### config.mk
export PLATFORM = sky130hd
export DESIGN_NAME = arp_receive_and_learn
export DESIGN_NICKNAME = d
export VERILOG_FILES = /design/src/hdl/arp_rl_pkg.sv /design/src/hdl/arp_rl_ram.sv /design/src/hdl/arp_receive_and_learn.sv
export SDC_FILE = /design/constraint.sdc
export NUM_CORES = 1
export LEC_CHECK = 0
export BUFFER_PORTS_ARGS = -buffer_cell sky130_fd_sc_hd__buf_2
export CORE_MARGIN = 2
export CORE_UTILIZATION = 30
export DETAILED_ROUTE_END_ITERATION = 8
export PLACE_DENSITY = 0.51
export SLEW_MARGIN = 20
export SYNTH_ARGS = -nofsm -noshare
export SYNTH_HDL_FRONTEND = slang
export SYNTH_SLANG_ARGS = --single-unit
### constraint.sdc
create_clock -name clk -period 9.5 [get_ports clk]
set_input_delay 0.475 -clock clk [delete_from_list [all_inputs] [get_ports clk]]
set_output_delay 0.475 -clock clk [all_outputs]
set_load 0.005 [all_outputs]
### src/hdl/arp_rl_pkg.sv
`timescale 1ns / 1ps
`default_nettype none
// ----------------------------------------------------------------------------
// ARP receive and learn - shared definitions
// Field codes, status codes and register indexes used across the block.
// ----------------------------------------------------------------------------
package arp_rl_pkg;

    localparam int TABLE_ENTRIES_DEF = 16;

    localparam logic [15:0] HW_ETHERNET = 16'h0001;
    localparam logic [15:0] PROTO_IPV4  = 16'h0800;
    localparam logic [15:0] OP_REQUEST  = 16'h0001;
    localparam logic [15:0] OP_REPLY    = 16'h0002;

    localparam logic [1:0] ST_NOT_OURS    = 2'd0;
    localparam logic [1:0] ST_REPLIED     = 2'd1;
    localparam logic [1:0] ST_OURS_NO_REP = 2'd2;
    localparam logic [1:0] ST_UNSUPPORTED = 2'd3;

    localparam logic REG_OWN_IP  = 1'b0;
    localparam logic REG_OWN_MAC = 1'b1;

    localparam int IP_W    = 32;
    localparam int MAC_W   = 48;
    localparam int ENTRY_W = IP_W + MAC_W;

endpackage : arp_rl_pkg
`default_nettype wire

### src/hdl/arp_rl_ram.sv
`timescale 1ns / 1ps
`default_nettype none
// ----------------------------------------------------------------------------
// Generic single-port-write RAM
// One write port, one read port, read data registered.
// ----------------------------------------------------------------------------
module arp_rl_ram #(
    parameter int WIDTH = 8,
    parameter int DEPTH = 16,
    localparam int AW   = (DEPTH > 1) ? $clog2(DEPTH) : 1
) (
    input  wire logic             clk,
    input  wire logic             wr_en,
    input  wire logic [AW-1:0]    wr_addr,
    input  wire logic [WIDTH-1:0] wr_data,
    input  wire logic [AW-1:0]    rd_addr,
    output logic      [WIDTH-1:0] rd_data
);

    logic [WIDTH-1:0] mem [DEPTH];

    always_ff @(posedge clk)
    begin
        if (wr_en)
        begin
            mem[wr_addr] <= wr_data;
        end
        rd_data <= mem[rd_addr];
    end

endmodule : arp_rl_ram
`default_nettype wire

### src/hdl/arp_receive_and_learn.sv
`timescale 1ns / 1ps
`default_nettype none
// ----------------------------------------------------------------------------
// ARP receive and learn
// Checks one received ARP packet, learns the sender and builds reply fields.
// ----------------------------------------------------------------------------
// One packet is handled at a time. An unsupported packet (not Ethernet/IPv4)
// gives its result straight after the check state, with no table scan. Otherwise
// the address table is scanned through the RAM read port, one entry per cycle,
// stopping at the first match, and at most the learnt entries are read. The
// result is then held until taken, and the next packet is accepted in the
// cycle after that. Entries are filled in order and never removed, so a
// fill count marks which entries are valid; no clearing after reset is needed.
// ----------------------------------------------------------------------------
module arp_receive_and_learn
    import arp_rl_pkg::*;
#(
    parameter int TABLE_ENTRIES = TABLE_ENTRIES_DEF
) (
    input  wire logic        clk,
    input  wire logic        rst_n,

    input  wire logic        cfg_we,
    input  wire logic        cfg_index,
    input  wire logic [47:0] cfg_data,

    input  wire logic        in_valid,
    output logic             in_ready,
    input  wire logic [15:0] hw_type,
    input  wire logic [15:0] proto_type,
    input  wire logic [15:0] arp_op,
    input  wire logic [47:0] sender_mac,
    input  wire logic [31:0] sender_ip,
    input  wire logic [31:0] target_ip,

    output logic             out_valid,
    input  wire logic        out_ready,
    output logic [1:0]       status,
    output logic             table_dropped,
    output logic [47:0]      reply_target_mac,
    output logic [31:0]      reply_target_ip,
    output logic [47:0]      reply_sender_mac,
    output logic [31:0]      reply_sender_ip,
    output logic [15:0]      reply_code
);

    localparam int AW = (TABLE_ENTRIES > 1) ? $clog2(TABLE_ENTRIES) : 1;
    localparam int CW = $clog2(TABLE_ENTRIES + 1);
    localparam logic [CW-1:0] FULL_COUNT = CW'(TABLE_ENTRIES);

    typedef enum logic [1:0] {
        S_IDLE,
        S_CHECK,
        S_SEARCH,
        S_OUT
    } state_t;

    state_t          state_reg;
    logic [31:0]     own_ip_reg;
    logic [47:0]     own_mac_reg;
    logic [CW-1:0]   fill_reg;
    logic [CW-1:0]   idx_reg;
    logic [AW-1:0]   last_addr_reg;
    logic            pend_reg;

    // latched item
    logic [15:0]     hw_reg;
    logic [15:0]     proto_reg;
    logic [15:0]     op_reg;
    logic [47:0]     smac_reg;
    logic [31:0]     sip_reg;
    logic [31:0]     tip_reg;

    logic [ENTRY_W-1:0] rd_data;
    logic               ram_we;
    logic [AW-1:0]      ram_waddr;
    logic               hit;
    logic               scan_done;
    logic               for_us;
    logic               is_request;
    logic               full;

    assign in_ready   = (state_reg == S_IDLE);
    assign hit        = pend_reg && (rd_data[IP_W-1:0] == sip_reg);
    assign scan_done  = hit || (idx_reg == fill_reg);
    assign for_us     = (tip_reg == own_ip_reg);
    assign is_request = (op_reg == OP_REQUEST);
    assign full       = (fill_reg == FULL_COUNT);

    // refresh on a hit, otherwise add at the first free slot when addressed to us and not full
    assign ram_we    = (state_reg == S_SEARCH) && scan_done
                       && (hit || (for_us && !full));
    assign ram_waddr = hit ? last_addr_reg : fill_reg[AW-1:0];

    arp_rl_ram #(
        .WIDTH (ENTRY_W),
        .DEPTH (TABLE_ENTRIES)
    ) u_table (
        .clk     (clk),
        .wr_en   (ram_we),
        .wr_addr (ram_waddr),
        .wr_data ({smac_reg, sip_reg}),
        .rd_addr (idx_reg[AW-1:0]),
        .rd_data (rd_data)
    );

    always_ff @(posedge clk)
    begin
        if (in_valid && in_ready)
        begin
            hw_reg    <= hw_type;
            proto_reg <= proto_type;
            op_reg    <= arp_op;
            smac_reg  <= sender_mac;
            sip_reg   <= sender_ip;
            tip_reg   <= target_ip;
        end
    end

    always_ff @(posedge clk or negedge rst_n)
    begin
        if (!rst_n)
        begin
            state_reg        <= S_IDLE;
            own_ip_reg       <= '0;
            own_mac_reg      <= '0;
            fill_reg         <= '0;
            idx_reg          <= '0;
            last_addr_reg    <= '0;
            pend_reg         <= 1'b0;
            out_valid        <= 1'b0;
            status           <= ST_NOT_OURS;
            table_dropped    <= 1'b0;
            reply_target_mac <= '0;
            reply_target_ip  <= '0;
            reply_sender_mac <= '0;
            reply_sender_ip  <= '0;
            reply_code       <= '0;
        end
        else
        begin
            if (cfg_we)
            begin
                unique case (cfg_index)
                    REG_OWN_IP:  own_ip_reg  <= cfg_data[31:0];
                    REG_OWN_MAC: own_mac_reg <= cfg_data;
                    default:     ;
                endcase
            end

            unique case (state_reg)
                S_IDLE:
                begin
                    if (in_valid)
                    begin
                        idx_reg   <= '0;
                        pend_reg  <= 1'b0;
                        state_reg <= S_CHECK;
                    end
                end

                S_CHECK:
                begin
                    if (hw_reg != HW_ETHERNET || proto_reg != PROTO_IPV4)
                    begin
                        status           <= ST_UNSUPPORTED;
                        table_dropped    <= 1'b0;
                        reply_target_mac <= '0;
                        reply_target_ip  <= '0;
                        reply_sender_mac <= '0;
                        reply_sender_ip  <= '0;
                        reply_code       <= '0;
                        out_valid        <= 1'b1;
                        state_reg        <= S_OUT;
                    end
                    else
                    begin
                        state_reg <= S_SEARCH;
                    end
                end

                S_SEARCH:
                begin
                    if (scan_done)
                    begin
                        if (!hit && for_us && !full)
                        begin
                            fill_reg <= fill_reg + 1'b1;
                        end
                        table_dropped <= !hit && for_us && full;
                        if (!for_us)
                        begin
                            status <= ST_NOT_OURS;
                        end
                        else if (is_request)
                        begin
                            status <= ST_REPLIED;
                        end
                        else
                        begin
                            status <= ST_OURS_NO_REP;
                        end
                        if (for_us && is_request)
                        begin
                            reply_target_mac <= smac_reg;
                            reply_target_ip  <= sip_reg;
                            reply_sender_mac <= own_mac_reg;
                            reply_sender_ip  <= own_ip_reg;
                            reply_code       <= OP_REPLY;
                        end
                        else
                        begin
                            reply_target_mac <= '0;
                            reply_target_ip  <= '0;
                            reply_sender_mac <= '0;
                            reply_sender_ip  <= '0;
                            reply_code       <= '0;
                        end
                        pend_reg  <= 1'b0;
                        out_valid <= 1'b1;
                        state_reg <= S_OUT;
                    end
                    else
                    begin
                        // read for idx_reg is issued this cycle, compared next
                        last_addr_reg <= idx_reg[AW-1:0];
                        idx_reg       <= idx_reg + 1'b1;
                        pend_reg      <= 1'b1;
                    end
                end

                S_OUT:
                begin
                    if (out_ready)
                    begin
                        out_valid <= 1'b0;
                        state_reg <= S_IDLE;
                    end
                end

                default:
                begin
                    state_reg <= S_IDLE;
                end
            endcase
        end
    end

endmodule : arp_receive_and_learn
`default_nettype wire
==> flow_summary.json, run 1 <==
{
  "path_buf_inv": 3,
  "register_area_um2": 27400,
  "yosysUniqueCellTypes": 59,
  "tightest_slew_ps": 995,
  "fin_setup_tns_ps": 0,
  "end_kind": "register",
  "first_global_vias": 21300,
  "htreeDepth": 3,
  "cts_resized": 0,
  "final_cell_mix": "672 x edfxtp_1, 378 x buf_2, 260 x dfrtp_1, 176 x dlygate4sd3_1, 160 x a22o_1",
  "grt_max_degree": 132,
  "final_antenna_net_count": 0,
  "yosys_register_bits": 966,
  "setup_viol": 0,
  "synthArstFlopShare_pct": 27.1,
  "fin_crit_ps": 4720,
  "regMostFlops": "u_table.mem",
  "critPathKind": "reg2reg",
  "via_per_inst": 4.77,
  "cpPeakStageDelay_ps": 850,
  "slew_viol_final": 0,
  "p_per_area_nw_per_um2": 238,
  "arrival_ps": 5310,
  "drc_errors": 0,
  "hp-class": "in2reg",
  "initial_utilization_pct": 30.1,
  "drive_gt1_share_pct": 29.5,
  "p_total_uw": 10800,
  "first_pass_iters": 5,
  "vias": 20300,
  "skew_ps": 22.6,
  "cts_tree": "yes",
  "peakVddDrop_uv": 222,
  "synth_edf_count": 672,
  "p_leak_uw": 0.0171,
  "start_kind": "register",
  "cts_buffer_depth": 3,
  "seq_area_frac_synth_pct": 76.1,
  "numPortBuffers": 379,
  "hold_buffers": 175,
  "area_growth_pct": 25.8,
  "r2r_start": "sip_reg[9]",
  "final_common_cell": "edfxtp_1",
  "crit_family": "buffers and inverters",
  "crit_start": "sip_reg[9]",
  "wl_per_cell_um": 22.6,
  "drv_cap": 0,
  "maxClockFrequency_ghz": 0.212,
  "ys.flop_type": "edfxtp_1",
  "crit_slowest_cell": "buf_4",
  "hold_viol": 0,
  "worstPathCellList": "xor2_1, nor4_1, nand4_1, nor4_4, buf_4, o2111a_4, buf_4, buf_4, a22o_1",
  "die_h_um": 350,
  "antenna_found_initial": 10,
  "insertion_delay_ps": 670,
  "synth_area_per_cell_um2": 18.5,
  "grt_pass1_wl_um": 142000,
  "crit_path_frequent_cell": "buf_4",
  "hp-start": "sender_ip[23]",
  "rows": 127,
  "ys_warn_count": 0,
  "grt-ovfl-total": 0,
  "status": "complete, no violations",
  "finalCritPeriodShare_pct": 49.7,
  "cts_sinks": 966,
  "wl_um": 96200,
  "syn_inst": 1945,
  "numCtsBuffers": 103,
  "grt_use_total_pct": 15.5,
  "fin_nets": 2767,
  "fill_cells": 11200,
  "core-area_um2": 119000,
  "crit_fanout": 85,
  "multiInputGateArea_um2": 8260,
  "drt_iter0_drc": 1357,
  "relSlewSlack_pct": 31.8,
  "ios": 395,
  "grt_setup_unrepaired": "no",
  "die_w_um": 350,
  "place.gp.congestion": 0.771,
  "required_ps": 10090,
  "largest_reg_flops": 512,
  "synth_area_um2": 36000,
  "die-area_um2": 123000,
  "root_buffer": "clkbuf_16",
  "cts_setup_buffers": 0,
  "dp_hpwl_um": 57600,
  "clk_pin_slew_worst_paths_ps": 60
}
==> synthesized netlist by cell type, types with 2 or more instances <==
| master | count | area, µm² |
|---|---|---|
| and4_1 | 3 | 26.3 |
| nand4_1 | 15 | 93.8 |
| mux2_2 | 88 | 991 |
| dfxtp_1 | 32 | 641 |
| mux4_2 | 64 | 1440 |
| buf_4 | 25 | 188 |
| a22oi_1 | 32 | 240 |
| o211ai_1 | 3 | 22.5 |
| a211oi_1 | 2 | 15.0 |
| o21ai_0 | 35 | 175 |
| a221oi_1 | 64 | 561 |
| or4_1 | 6 | 45.0 |
| nand2b_1 | 2 | 12.5 |
| nand2_1 | 46 | 173 |
| dfrtp_1 | 262 | 6560 |
| edfxtp_1 | 672 | 20200 |
| ha_1 | 7 | 87.6 |
| a22o_1 | 160 | 1400 |
| clkbuf_1 | 52 | 195 |
| a21oi_1 | 19 | 95.1 |
| and2_1 | 4 | 25.0 |
| nor3_1 | 4 | 20.0 |
| nor4b_1 | 4 | 35.0 |
| nor4_1 | 28 | 175 |
| mux2i_1 | 131 | 1310 |
| inv_1 | 8 | 30.0 |
| or3_1 | 4 | 25.0 |
| buf_2 | 32 | 160 |
| nand3_1 | 6 | 30.0 |
| nor2_1 | 14 | 52.6 |
| nor2b_1 | 9 | 56.3 |
| xor2_1 | 63 | 552 |
| o21ai_1 | 2 | 10.0 |
| xnor2_1 | 10 | 87.6 |
| buf_1 | 11 | 41.3 |
| and3_1 | 3 | 18.8 |
==> logic make-up (layout without fill, tap and decap cells) <==
family | count (synthesis) | after routing | synth area share [%]
buf+inv | 130 | 808 | 1.75
compound gates | 330 | 330 | 7.33
simple gates | 155 | 155 | 2.41
fa+ha+maj | 7 | 7 | 0.243
xor+xnor | 73 | 73 | 1.78
other cells | 1 | 18 | 0.0104
mux | 283 | 283 | 10.4
flops | 966 | 966 | 76.1
==> layout make-up <==
cell class | count | share of cell area, %
Sequential cell | 966 | 60.5
Multi-Input combinational cell | 863 | 18.2
Timing Repair Buffer | 603 | 8.93
Clock buffer | 148 | 6.67
Tap cell | 1612 | 4.45
Clock inverter | 48 | 1.13
Inverter | 9 | 0.0746
Antenna cell | 3 | 0.0166
==> worst reg2reg max path, stage by stage (launching register included) <==
cell	delay, ps
edfxtp_1	720
xor2_1	260
nor4_1	360
nand4_1	240
nor4_4	340
buf_4	290
o2111a_4	580
buf_4	630
buf_4	870
a22o_1	380
==> metrics by stage <==
step	std cells	area [µm²]	setup slack (ps)	utilization, %	hold slack (ps)
final	4252	45300	4780	37.9	29.7
after global routing	4251	45300	4450	37.9	2.51
after CTS	4248	45300	4690	37.9	1.02
after detailed placement	3877	40000	4760	33.5	448
after global placement	3877	40000	4780	33.4	446
after floorplan	1959	36000	4480	-	179
==> path summary, 6_finish.rpt <==
check / cells after the start / slack, ps / end
worst max register to register: 9 / 4780 / reply_target_mac[6]
max in group asynchronous: 4 / 6910 / own_ip_reg[15]
min in group asynchronous: 2 / 430 / own_mac_reg[4]
worst max-delay path: 9 / 4780 / reply_target_mac[6]
worst min register to register: 1 / 460 / reply_target_mac[32]
worst min-delay path: 1 / 30 / sip_reg[23]
==> power breakdown <==
group / total, µW / switching, µW / internal (µW)
clock: 4120 / 1680 / 2440
sequential: 5050 / 205 / 4840
combinational: 1610 / 1030 / 582
==> metal layers <==
metal | vias to the layer above | share of wire, % | global-route usage, %
met1 | 10500 | 42 | 20.2
met4 | 10 | 2.4 | 4.68
met3 | 149 | 6.7 | 3.68
li1 | 8975 | - | -
met5 | - | 0.058 | 0
met2 | 648 | 48 | 25.7
Power figures use the tool's default switching activity.
==> run 2, diff against run 1 <==
--- a/config.mk
+++ b/config.mk
@@ -5,6 +5,7 @@
 export SDC_FILE = /design/constraint.sdc
 export NUM_CORES = 1
 export LEC_CHECK = 0
+export ABC_AREA = 1
 export BUFFER_PORTS_ARGS = -buffer_cell sky130_fd_sc_hd__buf_2
 export CORE_MARGIN = 2
 export CORE_UTILIZATION = 30
==> constraint.sdc (replaced) <==
create_clock -name clk -period 4.5 [get_ports clk]
set_input_delay 0.225 -clock clk [delete_from_list [all_inputs] [get_ports clk]]
set_output_delay 0.225 -clock clk [all_outputs]
set_load 0.005 [all_outputs]
==> run 2 against run 1 <==
  * Utilization up 0.18 points
  * Cell count increased by 28%
  * Sequential power increased by 110%
  * Largest cell class unchanged
  * Flip-flop and latch count stayed put
  * Worst setup slack got worse by 3900 ps
  * Worst hold slack gained 97 ps
  * Critical path type unchanged
  * Clock power increased by 100%
  * Critical path depth is 3 higher
  * Area after synthesis increased by 4.2%
  * Clock skew grew 21 ps
  * Global-route usage rose by 1.9 points
==> flow_summary.json, run 2 <==
{
  "numCtsBuffers": 103,
  "clk_pin_slew_worst_paths_ps": 60,
  "final_cell_mix": "672 x edfxtp_1, 628 x nand2_1, 378 x buf_2, 258 x dfrtp_1, 240 x o21ai_0",
  "synthXorXnorAreaFrac_pct": 0.958,
  "fin_nets": 3918,
  "ios": 395,
  "start_kind": "register",
  "numPortBuffers": 379,
  "drc_errors": 0,
  "synth_common_cells": "672 x edfxtp_1, 632 x nand2_1, 262 x dfrtp_1",
  "cts_resized": 0,
  "grt_max_degree": 113,
  "path_buf_inv": 1,
  "wl_um": 113000,
  "placed_area_um2": 41600,
  "maxClockFrequency_ghz": 0.275,
  "die_h_um": 357,
  "hold_buffers": 211,
  "synth_area_um2": 37500,
  "insertion_delay_ps": 700,
  "slew_viol_final": 0,
  "p_total_uw": 24100,
  "grt_pass1_wl_um": 167000,
  "p_leak_uw": 0.0183,
  "fin_crit_ps": 3630,
  "crit_path_frequent_cell": "nand2_1",
  "cpPeakStageDelay_ps": 670,
  "crit_fanout": 20,
  "required_ps": 4860,
  "preCtsSetupSlack_ps": 948,
  "crit_slowest_cell": "edfxtp_1",
  "synth_top_family_by_area": "simple AND/OR/NAND/NOR gates",
  "r2r_start": "sip_reg[22]",
  "initial_utilization_pct": 30.3,
  "vias": 25900,
  "tightest_slew_ps": 978,
  "synth-adder-area-share_pct": 0.234,
  "skew_ps": 43.8,
  "cts_buffer_depth": 3,
  "critPathKind": "reg2reg",
  "hp-class": "in2async",
  "synth_area_per_cell_um2": 12.1,
  "first_global_vias": 25700,
  "seq_area_frac_synth_pct": 73.0,
  "fin_util_pct": 38.1,
  "final_antenna_net_count": 0,
  "syn_inst": 3093,
  "synth_top_area_cell": "edfxtp_1",
  "synth.area.mux_share_pct": 0.507,
  "arrival_ps": 3990,
  "area_growth_pct": 25.7,
  "die_w_um": 357,
  "ys_warn_count": 0,
  "setup_slack_ps": 869,
  "crit_family": "simple AND/OR/NAND/NOR gates",
  "final_cell_area_um2": 47100,
  "end_kind": "register",
  "synth-simple-area-share_pct": 12.6,
  "synth_edf_count": 672,
  "status": "complete, no violations",
  "final_common_cell": "edfxtp_1",
  "ys.flop_type": "edfxtp_1",
  "core-area_um2": 124000,
  "grt_setup_unrepaired": "no",
  "synthTopCellsByArea": "edfxtp_1 54%, dfrtp_1 17%, nand2_1 6.3%",
  "grt_use_total_pct": 17.4,
  "drt_iter0_drc": 2058,
  "peakVddDrop_uv": 319,
  "worstPathCellList": "xnor2_1, nand2_1, nor2_1, nand2_1, nor2_1, nand3_1, nand2_1, nand2_1, nor2_1, nand2_1, nor2_4, buf_12",
  "die-area_um2": 128000,
  "htreeDepth": 3,
  "dp_hpwl_um": 68900,
  "cts_setup_buffers": 0,
  "grt-ovfl-total": 0,
  "root_buffer": "clkbuf_16",
  "largest_reg_flops": 512,
  "fin_setup_tns_ps": 0,
  "synth_top_area_share_pct": 53.8,
  "p_per_area_nw_per_um2": 512,
  "hold_viol": 0,
  "cts_sinks": 966,
  "synthArstFlopShare_pct": 27.1,
  "yosysUniqueCellTypes": 40,
  "relSlewSlack_pct": 34.8,
  "wl_per_cell_um": 20.9,
  "cts_tree": "yes",
  "yosys_register_bits": 966,
  "via_per_inst": 4.77,
  "drv_cap": 0,
  "finalCritPeriodShare_pct": 80.7,
  "first_pass_iters": 5,
  "antenna_found_initial": 2,
  "crit_start": "sip_reg[22]",
  "synth_compound_area_share_pct": 8.71,
  "regMostFlops": "u_table.mem",
  "drive_gt1_share_pct": 18.1,
  "place.gp.congestion": 0.839,
  "yosysMostFrequentCell": "edfxtp_1",
  "setup_viol": 0,
  "rows": 129
}
[run 2: worst register-to-register path: cells and delay by family (launching register included)]
kind / cells / cell delay, ps
flip-flops: 1 / 670
buffers and inverters: 1 / 300
AND/OR/NAND/NOR: 10 / 1900
XOR/XNOR: 1 / 410
[run 2: power by group]
group,internal (µW),switching [µW],leakage [µW]
clock,4770,3590,0.00162
combinational,1340,3670,0.00684
sequential,10300,414,0.00985
total,16400,7680,0.0183
[run 2: cells by family (layout without fill, tap and decap cells)]
family,count (synthesis),in the layout
and+or+nand+nor,1132,1132
DFF,966,966
AOI/OAI and AO/OA,595,595
buffers and inverters,334,1014
xor gates and xnor gates,41,41
muxes,17,17
adders and majority gates,7,7
other,1,16
[run 2: worst paths after layout]
path                                        end  slack (ps)  cells past startpoint
max                         u_table.mem[15][19]         870                     12
min reg2reg                           status[0]         480                      2
max in group asynchronous        own_ip_reg[16]        3200                      3
max reg2reg                 u_table.mem[15][19]         870                     12
min in group clk                  own_ip_reg[1]         230                      5
min                        reply_sender_mac[31]         130                      2
[run 2: area by class of cell]
| cell class | count | area, µm² |
|---|---|---|
| Antenna cell | 1 | 2.50 |
| Clock buffer | 153 | 2940 |
| Clock inverter | 42 | 427 |
| Fill cell | 11900 | 76700 |
| Inverter | 132 | 509 |
| Multi-Input combinational cell | 1807 | 8850 |
| Sequential cell | 966 | 27400 |
| Tap cell | 1637 | 2050 |
| Timing Repair Buffer | 687 | 4970 |
[run 2: metal layers]
metal	part of all wire, %	GRT usage, %	vias up
li1	-	-	12100
met1	43	23.1	12800
met2	48	28.6	828
met3	6.8	3.91	145
met4	2.5	5.09	2
met5	0.0097	0	-
[run 2: metrics by stage]
step                      hold WS (ps)  std cells
final                              126       5425
after global routing               187       5424
after CTS                          138       5424
after detailed placement           311       5018
after global placement             318       5018
after floorplan                  -70.6       3107
